[src/sv/chained_hash_table_int_keys_defines.svh]
// Assertion helpers shared by the hash table modules
`ifndef CHAINED_HASH_TABLE_INT_KEYS_DEFINES_SVH
`define CHAINED_HASH_TABLE_INT_KEYS_DEFINES_SVH

// checked only outside reset
`define CHT_ASSERT(lbl, prop, msg) \
    lbl: assert property (@(posedge i_clk) disable iff (!i_rst_n) prop) else $error(msg);

// checked on every edge, reset included
`define CHT_ASSERT_ALWAYS(lbl, prop, msg) \
    lbl: assert property (@(posedge i_clk) prop) else $error(msg);

`endif

[src/sv/cht_pkg.sv]
package cht_pkg;

    localparam int NUM_BUCKETS  = 256;
    localparam int POOL_ENTRIES = 1024;
    localparam int BKT_W        = $clog2(NUM_BUCKETS);
    localparam int NODE_W       = $clog2(POOL_ENTRIES);
    localparam int CNT_W        = NODE_W + 1;
    localparam int CFG_W        = 9;
    localparam int KEY_W        = 32;
    localparam int VAL_W        = 32;

    localparam logic [1:0] OP_PUT   = 2'd0;
    localparam logic [1:0] OP_GET   = 2'd1;
    localparam logic [1:0] OP_DEL   = 2'd2;
    localparam logic [1:0] OP_CLEAR = 2'd3;

    localparam logic [1:0] ST_OK       = 2'd0;
    localparam logic [1:0] ST_NOTFOUND = 2'd1;
    localparam logic [1:0] ST_FULL     = 2'd2;

    localparam logic [3:0] CMD_NONE   = 4'd0;
    localparam logic [3:0] CMD_LOAD   = 4'd1;
    localparam logic [3:0] CMD_CLEAR  = 4'd2;
    localparam logic [3:0] CMD_MOD    = 4'd3;
    localparam logic [3:0] CMD_TAIL   = 4'd4;
    localparam logic [3:0] CMD_FREE   = 4'd5;
    localparam logic [3:0] CMD_ALLOC  = 4'd6;
    localparam logic [3:0] CMD_PNODE  = 4'd7;
    localparam logic [3:0] CMD_PLINK  = 4'd8;
    localparam logic [3:0] CMD_FULL   = 4'd9;
    localparam logic [3:0] CMD_MISS   = 4'd10;
    localparam logic [3:0] CMD_WALK   = 4'd11;
    localparam logic [3:0] CMD_FETCH  = 4'd12;
    localparam logic [3:0] CMD_STEP   = 4'd13;
    localparam logic [3:0] CMD_HIT    = 4'd14;
    localparam logic [3:0] CMD_UNLINK = 4'd15;

    typedef struct packed {
        logic [1:0]              operation;
        logic signed [KEY_W-1:0] key;
        logic [31:0]             hash;
        logic [VAL_W-1:0]        value;
    } t_in_word;

    typedef struct packed {
        logic [1:0]       status;
        logic [31:0]      data_out;
        logic [CNT_W-1:0] entry_count;
    } t_out_word;

    typedef struct packed {
        logic [3:0] cmd;
        logic       emit;
        logic       release_node;
    } t_cmd;

    typedef struct packed {
        logic [1:0] op;
        logic       mod_done;
        logic       tail_ok;
        logic       free_avail;
        logic       fresh_avail;
        logic       hit;
        logic       cur_is_tail;
        logic       out_free;
    } t_stat;

endpackage

[src/sv/cht_ctrl.sv]
`include "chained_hash_table_int_keys_defines.svh"

module cht_ctrl (
    input  logic           i_clk,
    input  logic           i_rst_n,
    input  logic           i_in_valid,
    output logic           o_in_stall,
    input  cht_pkg::t_stat i_stat,
    output cht_pkg::t_cmd  o_cmd
);
    import cht_pkg::*;

    localparam logic [3:0] S_IDLE   = 4'd0;
    localparam logic [3:0] S_START  = 4'd1;
    localparam logic [3:0] S_MOD    = 4'd2;
    localparam logic [3:0] S_TAIL   = 4'd3;
    localparam logic [3:0] S_BRANCH = 4'd4;
    localparam logic [3:0] S_FREE   = 4'd5;
    localparam logic [3:0] S_ALLOC  = 4'd6;
    localparam logic [3:0] S_PNODE  = 4'd7;
    localparam logic [3:0] S_PLINK  = 4'd8;
    localparam logic [3:0] S_WALK   = 4'd9;
    localparam logic [3:0] S_FETCH  = 4'd10;
    localparam logic [3:0] S_CHECK  = 4'd11;
    localparam logic [3:0] S_DEL1   = 4'd12;
    localparam logic [3:0] S_DEL2   = 4'd13;
    localparam logic [3:0] S_DONE   = 4'd14;

    logic [3:0] r_state, n_state;

    always_comb begin
        n_state            = r_state;
        o_cmd.cmd          = CMD_NONE;
        o_cmd.emit         = 1'b0;
        o_cmd.release_node = 1'b0;
        case (r_state)
            S_IDLE: begin
                if (i_in_valid) begin
                    o_cmd.cmd = CMD_LOAD;
                    n_state   = S_START;
                end
            end
            S_START: begin
                if (i_stat.op == OP_CLEAR) begin
                    o_cmd.cmd = CMD_CLEAR;
                    n_state   = S_DONE;
                end else begin
                    n_state = S_MOD;
                end
            end
            S_MOD: begin
                o_cmd.cmd = CMD_MOD;
                if (i_stat.mod_done) begin
                    n_state = S_TAIL;
                end
            end
            S_TAIL: begin
                o_cmd.cmd = CMD_TAIL;
                n_state   = S_BRANCH;
            end
            S_BRANCH: begin
                if (i_stat.op == OP_PUT) begin
                    if (i_stat.free_avail) begin
                        n_state = S_FREE;
                    end else if (i_stat.fresh_avail) begin
                        n_state = S_ALLOC;
                    end else begin
                        o_cmd.cmd = CMD_FULL;
                        n_state   = S_DONE;
                    end
                end else if (i_stat.tail_ok) begin
                    n_state = S_WALK;
                end else begin
                    o_cmd.cmd = CMD_MISS;
                    n_state   = S_DONE;
                end
            end
            S_FREE: begin
                o_cmd.cmd = CMD_FREE;
                n_state   = S_ALLOC;
            end
            S_ALLOC: begin
                o_cmd.cmd = CMD_ALLOC;
                n_state   = S_PNODE;
            end
            S_PNODE: begin
                o_cmd.cmd = CMD_PNODE;
                n_state   = S_PLINK;
            end
            S_PLINK: begin
                o_cmd.cmd = CMD_PLINK;
                n_state   = S_DONE;
            end
            S_WALK: begin
                o_cmd.cmd = CMD_WALK;
                n_state   = S_FETCH;
            end
            S_FETCH: begin
                o_cmd.cmd = CMD_FETCH;
                n_state   = S_CHECK;
            end
            S_CHECK: begin
                if (i_stat.hit) begin
                    if (i_stat.op == OP_DEL) begin
                        n_state = S_DEL1;
                    end else begin
                        o_cmd.cmd = CMD_HIT;
                        n_state   = S_DONE;
                    end
                end else if (i_stat.cur_is_tail) begin
                    o_cmd.cmd = CMD_MISS;
                    n_state   = S_DONE;
                end else begin
                    o_cmd.cmd = CMD_STEP;
                    n_state   = S_FETCH;
                end
            end
            S_DEL1: begin
                o_cmd.cmd = CMD_UNLINK;
                n_state   = S_DEL2;
            end
            S_DEL2: begin
                o_cmd.cmd          = CMD_UNLINK;
                o_cmd.release_node = 1'b1;
                n_state            = S_DONE;
            end
            S_DONE: begin
                if (i_stat.out_free) begin
                    o_cmd.emit = 1'b1;
                    n_state    = S_IDLE;
                end
            end
            default: begin
                n_state = S_IDLE;
            end
        endcase
    end

    always_ff @(posedge i_clk) begin
        if (!i_rst_n) begin
            r_state <= S_IDLE;
        end else begin
            r_state <= n_state;
        end
    end

    assign o_in_stall = (r_state != S_IDLE);

    `CHT_ASSERT(a_accept_starts, ((r_state == S_IDLE && i_in_valid) |=> r_state == S_START), "accepted word not started")
    `CHT_ASSERT(a_emit_in_done, (o_cmd.emit |-> r_state == S_DONE && i_stat.out_free), "emit outside done")
    `CHT_ASSERT_ALWAYS(a_reset_idle, (!i_rst_n |=> r_state == S_IDLE), "not idle after reset")

endmodule

[config.mk]
export PLATFORM = sky130hd
export DESIGN_NAME = cht_ctrl
export DESIGN_NICKNAME = d
export VERILOG_FILES = /design/src/sv/cht_pkg.sv /design/src/sv/cht_ctrl.sv
export VERILOG_INCLUDE_DIRS = /design/src /design/src/sv
export SDC_FILE = /design/constraint.sdc
export NUM_CORES = 1
export LEC_CHECK = 0
export ABC_AREA = 1
export BUFFER_PORTS_ARGS = -buffer_cell sky130_fd_sc_hd__buf_2
export CORE_AREA = 2 2 39 41
export DETAILED_ROUTE_END_ITERATION = 8
export DIE_AREA = 0 0 41 43
export PLACE_DENSITY = 0.67
export SYNTH_ARGS = -nofsm -noshare
export SYNTH_HDL_FRONTEND = slang
export SYNTH_SLANG_ARGS = --single-unit
[constraint.sdc]
create_clock -name i_clk -period 1.2 [get_ports i_clk]
set_clock_uncertainty 0.15 [all_clocks]
set_input_delay 0.24 -clock i_clk [delete_from_list [all_inputs] [get_ports i_clk]]
set_output_delay 0.24 -clock i_clk [all_outputs]
set_load 0.03 [all_outputs]
==> out/metrics.cfg, run 1 <==
[setup_path]
worstPathArrival_ns = 1.40
start_kind = flip-flop
reg2reg_depth = 9
r2r_start = r_state[2]
timing.rr.end = r_state[1]
critical_path_class = flip-flop to output port
critPathMaxFanout = 5
end_kind = output port
r2r_setup_slack_ns = -0.36
required_ns = 0.81

[synthesis]
ys.flop_type = dfxtp_1
yosysTopAreaCellShare = 0.195
synth.distinct_cells = 15
yosysSeqAreaShare = 0.154
synth_edf_count = 0
ys_seq_elements = 4
syn_nets = 113
ys_top_cells_by_count = 27 x nand2_1, 18 x nor2_1, 17 x inv_1
yosys.area.top_type = nand2_1
async_flop_share = 0
synth_area_um2 = 519
synthTopCellsByArea = nand2_1 20%, dfxtp_1 15%, nor2_1 13%, inv_1 12%, o21ai_0 8.7%
avgSynthCellArea_um2 = 5.14
syn_inst = 101
yosysMostFrequentCell = nand2_1
ys_warn_count = 0

[hold_path]
hp-class = primary input to flip-flop
worstHoldPathCells = 3
whs_endpoint = r_state[3]
hold_start = i_rst_n

[route]
drcViolationCount = 0
drt_first_pass_iters = 4
drt_iter0_markers = 36
wl_per_cell_um = 12.0
drt-total-wl_mm = 2.09
avgViaCountPerCell = 5.10
vias = 887
ant_nets = 0

[power_and_ir_drop]
leakagePower_nw = 0.534
p_total_mw = 2.54
peakVddDrop_v = 0.00126
p_per_area_nw_per_um2 = 2400

[grt]
grt_usage = 0.271
grt_start_max_net_pins = 7
overflow = 0
grt_pass1_wl_mm = 3.29
antenna_found_initial = 0
grt_pass1_vias = 817

[sta]
drv_slew = 0
fmax_mhz = 560
setup_slack_ns = -0.585
fin_tns_setup_ns = -4.38
fin_crit_sh = 1.49
tightest_slew_ns = 0.244
finalCriticalPeriod_ns = 1.79
rsz0062_at_grt = true
setup_viol_count_final = 11
relSlewSlack = 0.835
hold_viol = 0

[floorplanning]
ios = 19
die_h_um = 43
start_util = 0.375
die_area_um2 = 1760
rows = 14
fp.dieW_um = 41
fp.coreArea_um2 = 1380

[place]
io_buffers = 18
finalWeightedCongestion = 0.861
pre_cts_ws_ns = -0.370
dp_hpwl_mm = 1.60

[clock_tree]
cts_tree = built
clockBufferDepth = 2
clk_pin_slew_worst_paths_ns = 0.04
cts.sinks = 4
cts_buffers = 3
cts-root-buf = clkbuf_4
clkLatencyLatePin_ns = 0.24
cts_max_level = 1
ctsHoldBuffers = 0

[flow_run]
maxCapViolations = 0

[cells_and_area]
top_register = r_state
area_growth_pct = 104
largest_reg_flops = 4
diodes = 0
nets = 171
top_regs = r_state x4
layout-drive-gt1-share = 0.551

[status]
violations = setup timing
run_status = complete, but fails checks

[worst max-delay path: stages (launching register included)]
cell,delay (ns)
dfxtp_4,0.39
nand2_2,0.09
inv_2,0.06
nand2_1,0.06
a31oi_1,0.19
o21ai_1,0.10
nand4_1,0.11
buf_6,0.14
[worst max path at each step]
stage                from        to  slack (ns)  cells past startpoint
6_report       r_state[1]  o_cmd[4]       -0.59                      7
4_1_cts        r_state[1]  o_cmd[5]       -0.56                      6
3_5_place_dp   r_state[1]  o_cmd[2]       -0.37                      7
2_1_floorplan  r_state[3]  o_cmd[2]       -0.30                      3
5_1_grt        r_state[3]  o_cmd[2]       -0.66                      6
3_3_place_gp   r_state[2]  o_cmd[2]       -0.34                      6
[stage by stage]
stage	hold slack, ns	instances	instance area [um^2]	util
floorplan	0.187	101	569	-
detailed placement	0.300	164	897	0.648
CTS	0.0503	173	1040	0.750
finish	0.0522	174	1060	0.764
global placement	0.293	164	897	0.648
global route	0.0811	174	1060	0.764
[report_power, final]
group	switching (mW)	leakage, nW	total, mW	internal [mW]
registers	0.148	0.0356	0.370	0.223
clock network	0.0609	0.0150	0.186	0.125
logic	1.07	0.483	1.98	0.914
[logic make-up after synthesis]
family                 after synthesis  share of synthesized area
AO/OA/AOI/OAI                       20                      0.219
buffers and inverters               17                      0.123
flip-flops                           4                      0.154
AND/OR/NAND/NOR                     60                      0.504
[layout make-up]
class | instances | area, um^2
clock buffer | 4 | 26.3
fill | 107 | 327
inverter | 17 | 68.8
multi-input combinational | 80 | 454
sequential | 4 | 95.1
tap | 16 | 20.0
timing repair buffer | 53 | 393
[placed cells by master, fill, tap and decap left out, drive strengths merged]
cell type  synthesis  final
buf                0     53
nand2             27     27
nor2              19     19
inv               17     17
o21ai              9      9
nand3              7      7
o211ai             4      4
nand4              4      4
dfxtp              4      4
clkbuf             0      4
a21oi              4      4
a31oi              2      2
nor3               2      2
or2                1      1
o22ai              1      1
[layer usage]
layer,GRT usage,share of wire
met5,0,0
met4,0.107,0.0057
met3,0.0524,0.054
met2,0.441,0.52
met1,0.331,0.42
[what timing repair did]
| item | CTS | global route |
|---|---|---|
| resized for setup | 28 | 5 |
| hold endpoints to repair | 0 | 0 |
| buffers inserted | 5 | 1 |
| endpoints found under the setup margin | 11 | 11 |
| pin swaps | 9 | 12 |
(Power assumes the default switching activity.)
==> run 2: changes to the inputs <==
--- a/config.mk
+++ b/config.mk
@@ -6,12 +6,13 @@
 export SDC_FILE = /design/constraint.sdc
 export NUM_CORES = 1
 export LEC_CHECK = 0
-export ABC_AREA = 1
+export ABC_AREA = 0
 export BUFFER_PORTS_ARGS = -buffer_cell sky130_fd_sc_hd__buf_2
 export CORE_AREA = 2 2 39 41
 export DETAILED_ROUTE_END_ITERATION = 8
 export DIE_AREA = 0 0 41 43
-export PLACE_DENSITY = 0.67
+export PLACE_DENSITY = 0.7
 export SYNTH_ARGS = -nofsm -noshare
 export SYNTH_HDL_FRONTEND = slang
 export SYNTH_SLANG_ARGS = --single-unit
+export TNS_END_PERCENT = 1
==> run 2 against run 1 <==
The run still ends with setup timing left. Global-route usage is 2.2 points higher. Synthesized cell count fell by 19%. Register-to-register slack worse by 0.06 ns. Combinational power grew 12%. Utilization decreased by 0.27 points. Non-clock buffer count unchanged. Count of clock-buffer cells in the layout fell by 1. Critical endpoint unchanged.
==> out/metrics.cfg, run 2 <==
[floorplanning]
start_util = 0.401  ; was 0.375
ios = 19  ; unchanged
fp.coreArea_um2 = 1380  ; unchanged
rows = 14  ; unchanged
die_area_um2 = 1760  ; unchanged
fp.dieW_um = 41  ; unchanged
die_h_um = 43  ; unchanged

[cells_and_area]
diodes = 0  ; unchanged
mostFrequentLayoutCells = 37 x buf_4, 11 x buf_2, 8 x nor2_1  ; was 36 x buf_4, 18 x nand2_1, 14 x nor2_1
fin_cells = 147  ; was 174
final_common_cell = buf_4  ; unchanged
nets = 145  ; was 171
area_growth_pct = 90.1  ; was 104%
n_fill_cell = 98  ; was 107
layout-drive-gt1-share = 0.595  ; was 0.551
top_register = r_state  ; unchanged
top_regs = r_state x4  ; unchanged
largest_reg_flops = 4  ; unchanged

[place]
dp_cells = 144  ; was 164
finalWeightedCongestion = 0.897  ; was 0.861
dp_hpwl_mm = 1.56  ; was 1.60 mm
io_buffers = 18  ; unchanged

[grt]
grt_pass1_wl_mm = 3.48  ; was 3.29 mm
antenna_found_initial = 0  ; unchanged
overflow = 0  ; unchanged
grt_start_max_net_pins = 12  ; was 7
grt_usage = 0.293  ; was 0.271
grt_pass1_vias = 816  ; was 817

[setup_path]
end_kind = output port  ; unchanged
worstPathArrival_ns = 1.39  ; was 1.40 ns
critical_path_class = flip-flop to output port  ; unchanged
required_ns = 0.81  ; about the same
critPathMaxFanout = 8  ; was 5
start_kind = flip-flop  ; unchanged

[power_and_ir_drop]
leakagePower_nw = 0.463  ; was 0.534 nW
power_switching_mw = 1.35  ; was 1.28 mW
intPower_mw = 1.44  ; was 1.26 mW
comb_power_share = 0.795  ; was 0.781
p_per_area_nw_per_um2 = 2640  ; was 2400 nW/um^2
seqPwrFrac = 0.142  ; was 0.146
peakVddDrop_v = 0.00118  ; was 0.00126 V
swShare = 0.483  ; was 0.503
p_total_mw = 2.79  ; was 2.54 mW
p_clk_frac = 0.064  ; was 0.073

[route]
drt_iter0_markers = 47  ; was 36
drt-total-wl_mm = 2.33  ; was 2.09 mm
ant_nets = 0  ; unchanged
drt_first_pass_iters = 4  ; unchanged
drcViolationCount = 0  ; unchanged
vias = 857  ; was 887
wl_per_cell_um = 15.9  ; was 12.0 um
avgViaCountPerCell = 5.83  ; was 5.10

[sta]
fin_tns_setup_ns = -4.78  ; was -4.38 ns
finalCriticalPeriod_ns = 1.78  ; was 1.79 ns
fmax_mhz = 561  ; was 560 MHz
fin_crit_sh = 1.49  ; about the same
relSlewSlack = 0.774  ; was 0.835
hold_viol = 0  ; unchanged
drv_slew = 0  ; unchanged
rsz0062_at_grt = true  ; unchanged
tightest_slew_ns = 0.339  ; was 0.244 ns
setup_viol_count_final = 11  ; unchanged
setup_slack_ns = -0.582  ; was -0.585 ns

[flow_run]
maxCapViolations = 0  ; unchanged

[hold_path]
hp-class = primary input to flip-flop  ; unchanged

[clock_tree]
cts_max_level = 1  ; unchanged
cts_tree = built  ; unchanged
clk_pin_slew_worst_paths_ns = 0.04  ; about the same
cts.sinks = 4  ; unchanged
postCtsSetupRepairBufs = 0  ; was 5
cts_buffers = 3  ; unchanged
clockBufferDepth = 2  ; unchanged
clkLatencyLatePin_ns = 0.24  ; about the same
cts-root-buf = clkbuf_4  ; unchanged

[synthesis]
yosysSeqAreaShare = 0.144  ; was 0.154
ys_seq_elements = 4  ; unchanged
async_flop_share = 0  ; unchanged
synthTopCellsByArea = dfxtp_1 14%, o21ai_0 6.3%, buf_2 5.4%, nor2_1 5.4%, a21oi_1 4.5%  ; was nand2_1 20%, dfxtp_1 15%, nor2_1 13%, inv_1 12%, o21ai_0 8.7%
yosysMostFrequentCell = nor2_1  ; was nand2_1
synth_area_um2 = 554  ; was 519 um^2
synth.distinct_cells = 37  ; was 15
ys_top_cells_by_count = 8 x nor2_1, 7 x o21ai_0, 6 x buf_2, 6 x nand2_1  ; was 27 x nand2_1, 18 x nor2_1, 17 x inv_1
ys_warn_count = 0  ; unchanged
synth_edf_count = 0  ; unchanged
ys.flop_type = dfxtp_1  ; unchanged
syn_inst = 82  ; was 101
yosysTopAreaCellShare = 0.144  ; was 0.195
yosys.area.top_type = dfxtp_1  ; was nand2_1
avgSynthCellArea_um2 = 6.76  ; was 5.14 um^2
syn_nets = 94  ; was 113

[status]
run_status = complete, but fails checks  ; unchanged
violations = setup timing  ; unchanged

==> run 2: path summary, 6_finish.rpt <==
| path | depth (start not counted) | to | from | slack, ns |
|---|---|---|---|---|
| worst min register to register | 2 | r_state[1] | r_state[3] | 0.50 |
| worst max-delay path | 4 | o_cmd[4] | r_state[0] | -0.58 |
| worst min-delay path | 2 | r_state[2] | i_rst_n | 0.10 |
| worst max register to register | 6 | r_state[0] | r_state[1] | -0.42 |
==> run 2: routing by layer <==
metal  track usage  part of all wire
met5             0                 0
met4         0.133             0.021
met3        0.0419             0.053
met2         0.481              0.51
met1         0.353              0.41
==> run 2: repair_timing <==
| action | 4_1_cts | 5_1_grt |
|---|---|---|
| hold buffers | 0 | 0 |
| gates resized for setup | 29 | 1 |
| pin swaps | 4 | 0 |
| endpoints found under the setup margin | 11 | 11 |
==> run 2: worst max-delay path, stage by stage (launching register included) <==
cell      delay, ns
dfxtp_4        0.37
nor2b_4        0.14
a22o_1         0.21
a221oi_4       0.27
buf_6          0.16
==> run 2: power groups by stage <==
| stage | clock network, mW | registers (mW) | logic, mW |
|---|---|---|---|
| floorplan | 0 | 0.234 | 1.23 |
| global placement | 0 | 0.328 | 1.84 |
| detailed placement | 0 | 0.330 | 1.87 |
| CTS | 0.182 | 0.382 | 2.13 |
| global route | 0.188 | 0.399 | 2.33 |
| finish | 0.178 | 0.395 | 2.21 |
==> run 2: kinds of logic after synthesis <==
kind of cell    Yosys count  synth area share
buf+inv                  12             0.108
compound gates           32             0.420
simple gates             34             0.327
flops                     4             0.144
==> run 2: per-stage QoR <==
stage	instance area (um^2)	hold WS (ns)	util	worst slack [ns]
6_report	1050	0.102	0.761	-0.582
5_1_grt	1050	0.103	0.761	-0.624
4_1_cts	1050	0.0941	0.759	-0.586
3_5_place_dp	935	0.354	0.675	-0.510
3_3_place_gp	935	0.365	0.675	-0.454
2_1_floorplan	612	0.218	-	-0.392
==> run 2: layout make-up <==
class	count	area, um^2	share of cell area
multi-input cells	66	499	0.474
well taps	16	20.0	0.0190
repair buffers	53	398	0.378
flip-flops and latches	4	95.1	0.0903
clock buffers	3	22.5	0.0214
inverters	5	18.8	0.0178
